`src/sv/assert_macros.svh`:
```
// ---------------------------------------------------------------------------
// assertion macros shared by the chunked body decoder
// ---------------------------------------------------------------------------
`ifndef ASSERT_MACROS_SVH
`define ASSERT_MACROS_SVH

// implication checked at every rising edge of clk, off while rst is high
`define ASSERT_CLK(label, prop, msg) \
  label: assert property (@(posedge clk) disable iff (rst) prop) else $error(msg);

// condition that must never hold at a rising edge of clk
`define ASSERT_NEVER(label, cond, msg) \
  label: assert property (@(posedge clk) disable iff (rst) !(cond)) else $error(msg);

`endif

```
`src/sv/hcbd_pkg.sv`:
```
// ---------------------------------------------------------------------------
// hcbd_pkg
// types and constants of the http chunked body decoder
// ---------------------------------------------------------------------------
`timescale 1ns / 1ps

package hcbd_pkg;

  localparam int MAX_CHUNK_BYTES = 65536;
  localparam int SIZE_LINE_BYTES = 20;

  localparam int SIZE_W     = 17;
  localparam int LINE_CNT_W = 5;
  localparam int LEN_W      = 16;
  localparam int NUM_W      = 32;

  localparam logic [SIZE_W-1:0] SIZE_SAT = {SIZE_W{1'b1}};

  // result kinds
  localparam logic [1:0] KIND_BYTE = 2'd0;
  localparam logic [1:0] KIND_DONE = 2'd1;
  localparam logic [1:0] KIND_END  = 2'd2;
  localparam logic [1:0] KIND_ERR  = 2'd3;

  // prefix tracking
  localparam logic [1:0] PFX_NONE = 2'd0;
  localparam logic [1:0] PFX_ZERO = 2'd1;
  localparam logic [1:0] PFX_DONE = 2'd2;

  localparam logic [7:0] CHAR_NL = 8'h0a;

  typedef enum logic [4:0] {
    PH_LINE   = 5'b00001,
    PH_DATA   = 5'b00010,
    PH_TRAIL  = 5'b00100,
    PH_ENDED  = 5'b01000,
    PH_FAILED = 5'b10000
  } phase_t;

  typedef struct packed {
    logic [1:0]        prefix_step;
    logic              digit_seen;
    logic              parse_stopped;
    logic [SIZE_W-1:0] size_value;
    logic              size_overflow;
  } scan_state_t;

  localparam scan_state_t SCAN_CLEAR = '{
    prefix_step:   PFX_NONE,
    digit_seen:    1'b0,
    parse_stopped: 1'b0,
    size_value:    '0,
    size_overflow: 1'b0
  };

  typedef struct packed {
    logic [1:0]       kind;
    logic [7:0]       data;
    logic [LEN_W-1:0] length;
    logic [NUM_W-1:0] number;
  } result_t;

endpackage

```
`src/sv/hcbd_size_scan.sv`:
```
// ---------------------------------------------------------------------------
// hcbd_size_scan
// one step of the hex scan of a chunk size line
// ---------------------------------------------------------------------------
`timescale 1ns / 1ps

module hcbd_size_scan (
  input  hcbd_pkg::scan_state_t cur,
  input  logic [7:0]            byte_in,
  output hcbd_pkg::scan_state_t nxt
);
  import hcbd_pkg::*;

  logic       is_blank;
  logic       is_x;
  logic       hex_ok;
  logic [3:0] digit;

  always_comb begin
    is_blank = (byte_in == 8'h20) || (byte_in == 8'h09) || (byte_in == 8'h0b) ||
               (byte_in == 8'h0c) || (byte_in == 8'h0d);
    is_x     = (byte_in == 8'h78) || (byte_in == 8'h58);
    hex_ok   = 1'b1;
    digit    = 4'd0;
    if (byte_in >= 8'h30 && byte_in <= 8'h39) begin
      digit = 4'(byte_in - 8'h30);
    end else if (byte_in >= 8'h61 && byte_in <= 8'h66) begin
      digit = 4'(byte_in - 8'h57);
    end else if (byte_in >= 8'h41 && byte_in <= 8'h46) begin
      digit = 4'(byte_in - 8'h37);
    end else begin
      hex_ok = 1'b0;
    end
  end

  always_comb begin
    nxt = cur;
    if (!cur.parse_stopped) begin
      if (!cur.digit_seen && is_blank) begin
        nxt = cur;
      end else if (cur.prefix_step == PFX_ZERO && is_x) begin
        nxt.prefix_step = PFX_DONE;
      end else if (!hex_ok) begin
        nxt.parse_stopped = 1'b1;
      end else begin
        nxt.prefix_step = (!cur.digit_seen && digit == 4'd0) ? PFX_ZERO : PFX_DONE;
        nxt.digit_seen  = 1'b1;
        if (!cur.size_overflow) begin
          // shifting in a digit overflows once any of the top four bits is set
          if (cur.size_value[SIZE_W-1 -: 4] != 4'd0) begin
            nxt.size_value    = SIZE_SAT;
            nxt.size_overflow = 1'b1;
          end else begin
            nxt.size_value = {cur.size_value[SIZE_W-5:0], digit};
          end
        end
      end
    end
  end

endmodule

```
`src/sv/hcbd_result_reg.sv`:
```
// ---------------------------------------------------------------------------
// hcbd_result_reg
// output register holding one result beat
// ---------------------------------------------------------------------------
`timescale 1ns / 1ps

module hcbd_result_reg (
  input  logic              clk,
  input  logic              rst,
  input  logic              load,
  input  hcbd_pkg::result_t d,
  output logic              space,
  output logic              full,
  output hcbd_pkg::result_t q,
  input  logic              take
);
  import hcbd_pkg::*;

  logic full_next;

  assign space = !full || take;

  always_comb begin
    full_next = full;
    if (load) begin
      full_next = 1'b1;
    end else if (take) begin
      full_next = 1'b0;
    end
  end

  always_ff @(posedge clk) begin
    if (rst) begin
      full <= 1'b0;
    end else begin
      full <= full_next;
    end
  end

  always_ff @(posedge clk) begin
    if (load) begin
      q <= d;
    end
  end

endmodule

```
`src/sv/http_chunked_body_decoder.sv`:
```
// ---------------------------------------------------------------------------
// http_chunked_body_decoder
// decoder for an http chunked transfer body, one byte per beat
// ---------------------------------------------------------------------------
// Takes one body byte per beat and sustains one byte per clock cycle while the
// output side keeps taking results. A byte sits in the input register, is
// decoded in a single pass against the chunk state and lands in the output
// register; the state update is what sets the rate. Each size line (at most
// 20 bytes, ended by newline) is scanned as hex with leading blanks skipped
// and an optional 0x prefix. A zero size reports stream end ok, a size too
// big, an overflow, a line with no digit or a line too long reports an error.
// Payload bytes come out as kind 0, the two trailer bytes are dropped and a
// chunk done beat carries the length and the running chunk number. After end
// or error every byte is consumed silently until reset.
`timescale 1ns / 1ps

module http_chunked_body_decoder (
  input  logic                         clk,
  input  logic                         rst,
  input  logic                         in_valid,
  output logic                         in_ready,
  input  logic [7:0]                   in_byte,
  output logic                         out_valid,
  input  logic                         out_ready,
  output logic [1:0]                   out_kind,
  output logic [7:0]                   out_byte,
  output logic [hcbd_pkg::LEN_W-1:0]   chunk_length,
  output logic [hcbd_pkg::NUM_W-1:0]   chunk_number
);
  import hcbd_pkg::*;

  `include "assert_macros.svh"

  // input register
  logic       in_full;
  logic       in_full_next;
  logic [7:0] in_data;

  // chunk state
  phase_t                phase;
  phase_t                phase_next;
  logic [LINE_CNT_W-1:0] line_count;
  logic [LINE_CNT_W-1:0] line_count_next;
  scan_state_t           scan;
  scan_state_t           scan_next;
  scan_state_t           scan_step;
  logic [SIZE_W-1:0]     bytes_left;
  logic [SIZE_W-1:0]     bytes_left_next;
  logic [1:0]            trailer_left;
  logic [1:0]            trailer_left_next;
  logic [NUM_W-1:0]      chunks_done;
  logic [NUM_W-1:0]      chunks_done_next;

  // result path
  logic    res_load;
  result_t res_d;
  result_t res_q;
  logic    res_space;
  logic    fire;
  logic    too_big;

  // decode step runs when a byte is held and the output register has room
  assign fire     = in_full && res_space;
  assign in_ready = !in_full || fire;

  always_comb begin
    in_full_next = in_full;
    if (in_valid && in_ready) begin
      in_full_next = 1'b1;
    end else if (fire) begin
      in_full_next = 1'b0;
    end
  end

  always_ff @(posedge clk) begin
    if (rst) begin
      in_full <= 1'b0;
    end else begin
      in_full <= in_full_next;
    end
  end

  always_ff @(posedge clk) begin
    if (in_valid && in_ready) begin
      in_data <= in_byte;
    end
  end

  hcbd_size_scan u_scan (
    .cur     (scan),
    .byte_in (in_data),
    .nxt     (scan_step)
  );

  // size plus the two trailer bytes must fit the chunk limit
  assign too_big = ({1'b0, scan.size_value} + (SIZE_W+1)'(2)) >
                   (SIZE_W+1)'(MAX_CHUNK_BYTES);

  always_comb begin
    phase_next        = phase;
    line_count_next   = line_count;
    scan_next         = scan;
    bytes_left_next   = bytes_left;
    trailer_left_next = trailer_left;
    chunks_done_next  = chunks_done;
    res_load          = 1'b0;
    res_d.kind        = KIND_BYTE;
    res_d.data        = 8'd0;
    res_d.length      = '0;
    res_d.number      = chunks_done;

    if (fire) begin
      case (phase)
        PH_LINE: begin
          if (in_data == CHAR_NL) begin
            if (!scan.digit_seen) begin
              phase_next = PH_FAILED;
              res_load   = 1'b1;
              res_d.kind = KIND_ERR;
            end else if (scan.size_value == '0) begin
              phase_next = PH_ENDED;
              res_load   = 1'b1;
              res_d.kind = KIND_END;
            end else if (scan.size_overflow || too_big) begin
              phase_next = PH_FAILED;
              res_load   = 1'b1;
              res_d.kind = KIND_ERR;
            end else begin
              bytes_left_next = scan.size_value;
              phase_next      = PH_DATA;
            end
          end else begin
            scan_next       = scan_step;
            line_count_next = line_count + LINE_CNT_W'(1);
            // line too long: this byte filled the line without a newline
            if (line_count_next >= LINE_CNT_W'(SIZE_LINE_BYTES)) begin
              phase_next = PH_FAILED;
              res_load   = 1'b1;
              res_d.kind = KIND_ERR;
            end
          end
        end
        PH_DATA: begin
          bytes_left_next = bytes_left - SIZE_W'(1);
          if (bytes_left_next == '0) begin
            phase_next        = PH_TRAIL;
            trailer_left_next = 2'd2;
          end
          res_load   = 1'b1;
          res_d.kind = KIND_BYTE;
          res_d.data = in_data;
        end
        PH_TRAIL: begin
          trailer_left_next = trailer_left - 2'd1;
          if (trailer_left_next == 2'd0) begin
            chunks_done_next = chunks_done + NUM_W'(1);
            scan_next        = SCAN_CLEAR;
            line_count_next  = '0;
            phase_next       = PH_LINE;
            res_load         = 1'b1;
            res_d.kind       = KIND_DONE;
            res_d.length     = scan.size_value[LEN_W-1:0];
            res_d.number     = chunks_done_next;
          end
        end
        default: begin
          // ended or failed: bytes are swallowed
          phase_next = phase;
        end
      endcase
    end
  end

  always_ff @(posedge clk) begin
    if (rst) begin
      phase        <= PH_LINE;
      line_count   <= '0;
      scan         <= SCAN_CLEAR;
      bytes_left   <= '0;
      trailer_left <= 2'd0;
      chunks_done  <= '0;
    end else begin
      phase        <= phase_next;
      line_count   <= line_count_next;
      scan         <= scan_next;
      bytes_left   <= bytes_left_next;
      trailer_left <= trailer_left_next;
      chunks_done  <= chunks_done_next;
    end
  end

  hcbd_result_reg u_result (
    .clk   (clk),
    .rst   (rst),
    .load  (res_load),
    .d     (res_d),
    .space (res_space),
    .full  (out_valid),
    .q     (res_q),
    .take  (out_ready)
  );

  assign out_kind     = res_q.kind;
  assign out_byte     = res_q.data;
  assign chunk_length = res_q.length;
  assign chunk_number = res_q.number;

  // end and error are terminal
  `ASSERT_CLK(a_end_sticky, (phase == PH_ENDED) |=> (phase == PH_ENDED), "ended phase left")
  `ASSERT_CLK(a_fail_sticky, (phase == PH_FAILED) |=> (phase == PH_FAILED), "failed phase left")
  // every payload byte yields a beat
  `ASSERT_CLK(a_data_emits, (fire && phase == PH_DATA) |-> res_load, "payload byte dropped")
  `ASSERT_NEVER(a_data_nonzero, (phase == PH_DATA) && (bytes_left == '0), "empty chunk in data")
  `ASSERT_NEVER(a_line_bound, (phase == PH_LINE) &&
                (line_count >= LINE_CNT_W'(SIZE_LINE_BYTES)), "size line count past limit")

endmodule

```
`config.mk`:
```
export PLATFORM = sky130hd
export DESIGN_NAME = http_chunked_body_decoder
export DESIGN_NICKNAME = d
export VERILOG_FILES = /design/src/sv/hcbd_pkg.sv /design/src/sv/hcbd_size_scan.sv /design/src/sv/hcbd_result_reg.sv /design/src/sv/http_chunked_body_decoder.sv
export VERILOG_INCLUDE_DIRS = /design/src /design/src/sv
export SDC_FILE = /design/constraint.sdc
export NUM_CORES = 1
export LEC_CHECK = 0
export BUFFER_PORTS_ARGS = -buffer_cell sky130_fd_sc_hd__buf_4
export CORE_MARGIN = 5
export CORE_UTILIZATION = 40
export CTS_BUF_LIST = sky130_fd_sc_hd__clkbuf_8
export DETAILED_ROUTE_END_ITERATION = 8
export GPL_TIMING_DRIVEN = 0
export HOLD_SLACK_MARGIN = 0.12
export PLACE_DENSITY = 0.57
export SETUP_SLACK_MARGIN = 0.15
export SYNTH_ARGS = -nofsm -noshare
export SYNTH_HDL_FRONTEND = slang
export SYNTH_HIERARCHICAL = 1
export SYNTH_SLANG_ARGS = --single-unit
```
`constraint.sdc`:
```
create_clock -name clk -period 6.4 [get_ports clk]
set_input_delay 1.28 -clock clk [delete_from_list [all_inputs] [get_ports clk]]
set_output_delay 1.28 -clock clk [all_outputs]
set_load 0.005 [all_outputs]
```
==> out/metrics.yaml <==
outcome: "finished clean"
synth_fa_ha_area_share_pct: 1.67
post_drt_via_cell_ratio: 5.77
synth-simple-area-share_pct: 25.5
cpMostUsedCell: "and4_1"
grt_start_max_net_pins: 27
power_uw: 1870
worst-path-buf-inv: 3
seqCellArea_sq_um: 3680
ys_types: 67
p_leak_uw: 0.00313
cp_top_family: "compound AO/OA/AOI/OAI gates"
yosysSeqAreaShare_pct: 49.1
tightestPinTransition_ps: 852
report.final.slew_viol_count: 0
nFillCells: 1787
yosysTopAreaCell: "edfxtp_1"
crit_fanout: 26
postLayoutCoreUtil_pct: 47.3
synth.mux.area_fraction_pct: 0.400
timing.final.ws_setup_ps: 2470
drive_gt1_share_pct: 15.4
routedWlPerCell_um: 18.5
pre_cts_slack_ps: 2370
maxCapViolations: 0
crit_slowest_cell: "dfxtp_1"
drcViolationCount: 0
start_util_pct: 40.4
groute.usage.overall_pct: 19.1
wirelength_um: 20600
ys_ff_latch: 151
place_congestion: 0.888
design_area_sq_um: 8800
synth_top_family_by_area: "simple AND/OR/NAND/NOR gates"
rows: 50
netlist_instances: 773
via_count: 6419
required_ps: 6550
fin_worst_skew_ps: 11.0
grt_pass1_wl_um: 33400
hold_path_class: "flop to flop"
area_growth_pct: 17.3
synth_compound_area_share_pct: 16.0
die_h_um: 147
cp.arrival_ps: 4080
worst_setup_path_start_kind: "flop"
path_class: "flop to flop"
cts_resized: 0
grt_antenna_before_repair: 0
max-clock-path-buffers: 2
core_sq_um: 18600
drt_iter0_markers: 620
cts_root_buffer: "clkbuf_8"
peakVddDrop_mv: 0.104
ys_warn_count: 6
clk_pin_slew_ps: 90
path_cells: "and4_1, and4_1, nand2_1, xnor2_1, o32a_1, clkbuf_1, o21ai_1, a31oi_4, buf_12, buf_16"
synth_ff_type: "dfxtp_1"
die_w_um: 147
async_flop_share_pct: 0
multiInputGateArea_sq_um: 3560
postRouteAntennaNets: 0
synth_edf_count: 66
clk_latency_ps: 450
finalSetupViolCount: 0
clock_sinks: 151
synth_xor_area_share_pct: 3.74
antenna-diode-count: 0
dp_hpwl_um: 14800
clock.fmax_mhz: 254
numCtsBuffers: 17
pwr_density_cell_nw_per_um2: 212
dpl_cell_area_sq_um: 8390
cts_tree: "done"
endpoint_kind: "flop"
relSlewSlack_pct: 43.2
firstDrtPassIters: 5
numPortBuffers: 71
syn_nets: 795
post_cts_buffers: 0
fin_crit_ps: 3930
yosysTopAreaCellShare_pct: 26.4
syn_area_per_cell_sq_um: 9.70
rsz0062_at_grt: "no"
cts.hold.buffers_added: 0
h-tree-depth: 4
critPathMaxStageDelay_ps: 690
hold_violations: 0
yosys-top-cells-area: "edfxtp_1 26%, dfxtp_1 23%, and2_1 4.3%, nand2_1 3.7%, a21oi_1 3.4%"
finalCritPeriodShare_pct: 61.4
grt_pass1_vias: 6303
rrSetupSlack_ps: 2470
pin_count: 72
dieArea_sq_um: 21600
syn_area_sq_um: 7500
overflow: 0
fin_nets: 887
-- logic make-up (layout without fill, tap and decap cells) --
| logic type | Yosys count | after routing |
|---|---|---|
| flip-flops | 151 | 151 |
| multiplexers | 3 | 3 |
| adder cells (fa/ha/maj) | 10 | 10 |
| buffers and inverters | 64 | 169 |
| AND/OR/NAND/NOR | 339 | 339 |
| AO/OA/AOI/OAI | 174 | 174 |
| XOR/XNOR | 32 | 32 |
-- final timing paths --
kind / startpoint / endpoint / depth (start not counted)
setup reg to reg: scan[10] / u_result/q[46] / 10
hold / removal: trailer_left[1] / trailer_left[1] / 1
hold reg to reg: trailer_left[1] / trailer_left[1] / 1
setup / recovery: scan[10] / u_result/q[46] / 10
-- report_power, final --
group          total, uW  leakage [uW]  switching, uW  internal [uW]
clock network        756      0.000201            384            372
logic               86.7       0.00172           51.2           35.5
registers           1020       0.00121           16.9           1010
total               1870       0.00313            452           1410
-- flip-flops by register name, indices dropped and copies added (netlist names) --
signal	flops
u_result/q	58
chunks_done	32
line_count	5
bytes_left	17
in_data	8
u_result/full	1
scan	22
phase	5
in_full	1
trailer_left	2
-- layout by cell type (no fill, tap or decap), drive strengths merged, types with 23 or more instances in the layout --
cell type,instances
dfxtp,85
clkbuf,55
edfxtp,66
a21oi,52
and2,52
nand2,74
inv,23
o21ai,24
nand3,45
buf,82
nor2,50
-- worst reg2reg max path, cell delays in order, from the launching register on --
cell and delay, ps:
dfxtp_1 690, and4_1 350, and4_1 280, nand2_1 90, xnor2_1 160, o32a_1 260, clkbuf_1 480, o21ai_1 220
a31oi_4 610, buf_12 280, buf_16 190
-- final cells by class --
| type | instances | area share [%] |
|---|---|---|
| buffer | 45 | 2.23 |
| clock buffer | 19 | 2.97 |
| clock inverter | 13 | 1.68 |
| inverter | 19 | 0.811 |
| multi-input combinational | 558 | 40.5 |
| sequential | 151 | 41.9 |
| tap | 234 | 3.33 |
| timing repair buffer | 73 | 6.60 |
-- routing by layer --
metal | wire, um | part of all wire (%) | global-route usage, % | vias to the layer above
li1 | - | - | - | 3070
met1 | 9610 | 47 | 26.6 | 3077
met2 | 9160 | 45 | 29.8 | 243
met3 | 1390 | 6.7 | 4.29 | 29
met4 | 416 | 2.0 | 5.92 | 0
met5 | 0 | 0 | 0 | -
-- per-stage QoR --
stage | TNS, ps | std cells | hold slack, ps
2_1_floorplan | 0 | 773 | 432
3_3_place_gp | -75170 | 1078 | 443
3_5_place_dp | 0 | 1080 | 453
4_1_cts | 0 | 1112 | 474
5_1_grt | 0 | 1112 | 505
6_report | 0 | 1112 | 472
-- synthesized netlist by cell type (all sizes together) (4+ instances only) --
cell type and instances:
or3 4, and4 5, nor3b 5, clkbuf 36
or4 7, and2 52, nor2b 4, a22oi 4
nor4 14, a31oi 13, o32ai 12, buf 9
o22a 17, a221oi 6, dfxtp 85, xnor2 22
nand3 45, nand2b 7, a31o 4, nor3 18
o32a 4, and3b 4, a21oi 52, a211oi 7
o221a 5, nand3b 5, nand4 14, nor2 50
xor2 10, edfxtp 66, ha 10, o31ai 4
o21ai 24, and3 18, inv 19, nand2 74
Power figures use the tool's default switching activity.
